[src/rtl/mp2w_pkg.sv]
package mp2w_pkg;

   localparam int SAMPLE_W = 16;
   localparam int CSR_W    = 11;
   localparam int ROW_W    = 10;
   localparam int ROWS_W   = 11;
   localparam int WIN_W    = 2;

   typedef logic signed [SAMPLE_W-1:0] sample_type;

   localparam sample_type SAMPLE_MIN = 16'h8000;

   localparam logic [ROWS_W-1:0] ROW_LIMIT  = 11'd1024;
   localparam logic [CSR_W-1:0]  ROWS_RESET = 11'd32;
   localparam logic [CSR_W-1:0]  COLS_RESET = 11'd32;
   localparam logic [WIN_W-1:0]  SIZE_RESET = 2'd2;
   localparam logic [WIN_W-1:0]  STEP_RESET = 2'd2;

   typedef enum logic [1:0] {
      CSR_PLANE_ROWS  = 2'd0,
      CSR_PLANE_COLS  = 2'd1,
      CSR_WINDOW_SIZE = 2'd2,
      CSR_WINDOW_STEP = 2'd3
   } csr_index_type;

endpackage

[src/rtl/mp2w_cell.sv]
module mp2w_cell (
   input  logic                 clock,
   input  logic                 shift,
   input  mp2w_pkg::sample_type col_in,
   input  logic                 col_used,
   input  mp2w_pkg::sample_type run_in,
   output mp2w_pkg::sample_type col_out,
   output mp2w_pkg::sample_type run_out
);

   mp2w_pkg::sample_type col_ff;

   // column maximum moves one cell on per transfer
   always_ff @(posedge clock) begin
      if (shift) begin
         col_ff <= col_in;
      end
   end

   assign col_out = col_ff;
   assign run_out = (col_used && (col_ff > run_in)) ? col_ff : run_in;

endmodule

[config.mk]
export PLATFORM = sky130hd
export DESIGN_NAME = mp2w_cell
export DESIGN_NICKNAME = d
export VERILOG_FILES = /design/src/rtl/mp2w_pkg.sv /design/src/rtl/mp2w_cell.sv
export SDC_FILE = /design/constraint.sdc
export NUM_CORES = 1
export LEC_CHECK = 0
export ABC_AREA = 1
export ABC_CLOCK_PERIOD_IN_PS = 2720
export BUFFER_PORTS_ARGS = -buffer_cell sky130_fd_sc_hd__buf_4
export CAP_MARGIN = 5
export CORE_ASPECT_RATIO = 0.6
export CORE_MARGIN = 5
export CORE_UTILIZATION = 42
export CTS_BUF_LIST = sky130_fd_sc_hd__clkbuf_4
export DETAILED_ROUTE_END_ITERATION = 8
export HOLD_SLACK_MARGIN = 0.1
export PLACE_DENSITY_LB_ADDON = 0.3
export SLEW_MARGIN = 20
export SYNTH_ARGS = -nofsm -noshare
export SYNTH_HDL_FRONTEND = slang
export SYNTH_SLANG_ARGS = --single-unit
[constraint.sdc]
create_clock -name clock -period 2.72 [get_ports clock]
set_input_delay 0.68 -clock clock [delete_from_list [all_inputs] [get_ports clock]]
set_output_delay 0.68 -clock clock [all_outputs]
set_load 0.05 [all_outputs]
### Yosys cells after proc, flatten, opt, wreduce, memory -nomap -nowiden

Index checks and enable logic that the tools add are counted.

* register bits: 16
* bits of input ports: 35
* output and inout port bits: 32
* logic and storage cells: 4

* magnitude comparators: 1
* mux-type cells: 1
* reduce and logical (&&, ||, !) cells: 1

Operator list (count)
* $gt 16x16->1: 1
* $mux 16: 1
* $logic_and 1x1->1: 1

### Logic depth before layout (Yosys ltp)

* word-level depth: 3
* depth in mapped cells: 13
* gate-level depth less buffers: 12

### Worst setup path after synthesis

Ideal clock, no wire load.

* path kind: input -> output
* from: in run_in[15]
* to: out run_out[10]
* arrival: 2.350 ns
* required time: 2.040 ns
* slack: -0.310 ns
* stages on the path: 12
* buffers on the path: 1
* cells stage by stage: inv_1 ha_1 nand2_2 inv_1 nand2_1 nand2_1 a21oi_1 nand4_1 nand2_4 buf_8 nand3_2 nand2_1

* word-level cells in the longest chain between the ends: 3

Ends and longest elaborated chain
* start, declared: line mp2w_cell.sv:6 `input mp2w_pkg::sample_type run_in,`
* $gt 16x16->1: line mp2w_cell.sv:21 `assign run_out = (col_used && (col_ff > run_in)) ? col_ff : run_in;`
* $logic_and 1x1->1: line mp2w_cell.sv:21
* $mux 16: line mp2w_cell.sv:21
* end, declared: line mp2w_cell.sv:8 `output mp2w_pkg::sample_type run_out`

No other way between the ends.

### Worst setup path after layout

* from: in run_in[8]
* to: out run_out[8]

* word-level cells in the longest chain between the ends: 3

Ends and longest elaborated chain (line)
* $gt 16x16->1: mp2w_cell.sv:21
* $logic_and 1x1->1: mp2w_cell.sv:21
* $mux 16 (*): mp2w_cell.sv:21

Mark *: on every way between the ends. The rest lies on a longest branch, timed or not.

==> impl_metrics.json <==
{
  "dieArea_um2": 4300,
  "syn_to_final_growth_pct": 102,
  "worstPathCellList": "buf_4, inv_1, ha_1, nand2_2, nor2_4, nand2_2, nor2_4, nand2_2, nand3_2, nand2_2, nand2_8, nand3_2, nand2_4, buf_6",
  "hpwl_mm": 3.09,
  "synth-simple-area-share": 0.339,
  "grt_pass1_vias": 1587,
  "worstSetupStartpointType": "primary input",
  "required_ps": 2040,
  "synthArstFlopShare": 0,
  "max-slew-margin-rel": 0.837,
  "synth_most_common_cell": "nand2_1",
  "drt_iter0_markers": 72,
  "tightest_slew_ps": 244,
  "ant_nets": 0,
  "first_pass_iters": 4,
  "diodes": 0,
  "finalPower_mw": 1.25,
  "clk_pin_slew_ps": 110,
  "die-height_um": 52.8,
  "synth_compound_area_frac": 0.0341,
  "gr-total-overflow": 0,
  "grtUsageTotal": 0.235,
  "yosys-top-cells-count": "nand2_1, inv_1, edfxtp_1, ha_1, nand3_2",
  "largest_reg_flops": 16,
  "synth_top_area_frac": 0.374,
  "cts_buffers": 3,
  "synth_adder_area_share": 0.156,
  "final_area_um2": 2590,
  "final_core_util": 0.891,
  "h-tree-depth": 1,
  "status": "finished with violations",
  "hold_class": "primary input to register",
  "synth-seq-area-share": 0.374,
  "netlist_area_um2": 1280,
  "max_freq_mhz": 328,
  "nets": 293,
  "cp.arrival_ps": 2370,
  "violations": "negative setup slack",
  "core-area_um2": 2910,
  "yosysTopAreaCell": "edfxtp_1",
  "crit_path_top_delay_cell": "ha_1",
  "critPathCaptureType": "output pin",
  "wl_mm": 5.59,
  "crit_start": "run_in[8]",
  "worstSetupEndpoint": "run_out[8]",
  "p_per_area_nw_per_um2": 481,
  "core.rowCount": 15,
  "max_stage_delay_ps": 300,
  "syn-num-nets": 202,
  "drc": 0,
  "ys_top_cells_by_area": "edfxtp_1, nand2_1, ha_1",
  "crit_cells": 14,
  "path_class": "primary input to output pin",
  "worst_slack_ps": -332,
  "post_drt_wl_per_cell_um": 19.8,
  "synth_cells": 151,
  "path_max_fanout": 8,
  "path_delay_family": "simple AND/OR/NAND/NOR gates",
  "syn_avg_cell_area_um2": 8.51,
  "grt_pass1_wl_mm": 7.41,
  "place_area_um2": 1990,
  "hold_viol": 0,
  "place_ws_ps": -354,
  "grt_max_degree": 17,
  "grt_use_met2": 0.453,
  "setup_viol": 16,
  "busiest_layer": "met2",
  "antenna_found_initial": 0,
  "cts_tree": "built",
  "pin_count": 67,
  "gp_congestion": 0.758,
  "synth_mux_area_frac": 0,
  "yosys_register_bits": 16,
  "num_vias": 1532,
  "synthFlopType": "edfxtp_1",
  "ctsHoldBuffers": 0,
  "ys_warn_count": 0,
  "layout-drive-gt1-share": 0.742,
  "cpMostUsedCell": "nand2_2",
  "synth_xor_area_frac": 0,
  "finalCritPeriodShare": 1.12,
  "avgViaCountPerCell": 5.43,
  "holdWs_ps": 539,
  "initial_core_util": 0.442,
  "leakage_nw": 1.22,
  "dieWidth_um": 81.4,
  "clockRootBuffer": "clkbuf_4",
  "path_buf_inv": 3,
  "maxCapViolations": 0,
  "yosysUniqueCellTypes": 17,
  "met3_usage": 0.0550,
  "use_met1": 0.244,
  "clock_sinks": 16,
  "fin_crit_ps": 3050,
  "slew_violations": 0,
  "vdd.ir_drop.worst_v": 0.000351,
  "port_buffers": 66,
  "synth_top_family_by_area": "simple AND/OR/NAND/NOR gates",
  "clock_path_buffers": 2,
  "rsz0062_at_grt": "yes",
  "synth_edf_count": 16
}
placed cells by master, fill, tap and decap left out:
master	instances
inv_2	6
nand2_4	18
ha_4	11
buf_4	62
inv_1	17
edfxtp_1	16
clkbuf_4	3
buf_8	15
nand3_2	17
ha_1	5
a21oi_4	1
a21oi_1	2
nand4_1	2
nand2_1	18
inv_4	2
buf_6	11
a21oi_2	2
a21boi_4	1
nand3_4	3
nand2_2	21
nor2_4	3
nand2_8	2
o21bai_1	1
nor2_1	1
through the flow:
step / std cells / setup TNS, ps
3_5_place_dp: 266 / -5360
6_report: 282 / -4610
4_1_cts: 278 / -3970
2_1_floorplan: 151 / -336
3_3_place_gp: 266 / -3970
5_1_grt: 282 / -6270
area by class of cell:
cell class                      instances  area (um2)
Multi-Input combinational cell        108        1120
Timing Repair Buffer                   88         815
Sequential cell                        16         480
Fill cell                             120         318
Inverter                               25        98.8
Tap cell                               42        52.6
Clock buffer                            3        22.5
power by group:
group          total, mW  leakage (nW)  switching (mW)  internal (mW)
registers          0.317         0.157          0.0227          0.294
clock network      0.133        0.0138          0.0814         0.0517
logic              0.796          1.05           0.477          0.319
timing repair:
| action | in CTS | in global routing |
|---|---|---|
| buffers inserted | 8 | 4 |
| setup endpoints to repair | 16 | 16 |
| pin swaps | 27 | 17 |
| gates resized for setup | 68 | 38 |
| cloned | 1 | 0 |
worst min path at each step:
stage	start	end	slack, ps	depth (start not counted)
after floorplan	col_in[0]	col_out[0]$_DFFE_PP_	780	0
after global placement	col_in[1]	col_out[1]$_DFFE_PP_	860	1
after detailed placement	col_in[13]	col_out[13]$_DFFE_PP_	860	1
after CTS	col_in[13]	col_out[13]$_DFFE_PP_	540	1
after global routing	col_in[13]	col_out[13]$_DFFE_PP_	530	1
final	col_in[13]	col_out[13]$_DFFE_PP_	540	1
routing by layer:
metal  share of wire  vias up  wire length, um
met5               0        -                0
met4           0.073        0              408
met3           0.067       34              372
met2            0.52       96             2920
met1            0.34      729             1890
li1                -      673                -
kinds of logic after synthesis:
family | after synthesis
and+or+nand+nor | 84
adders and majority gates | 16
AOI/OAI and AO/OA | 7
buffers and inverters | 28
DFF | 16
(Power assumes the default switching activity.)
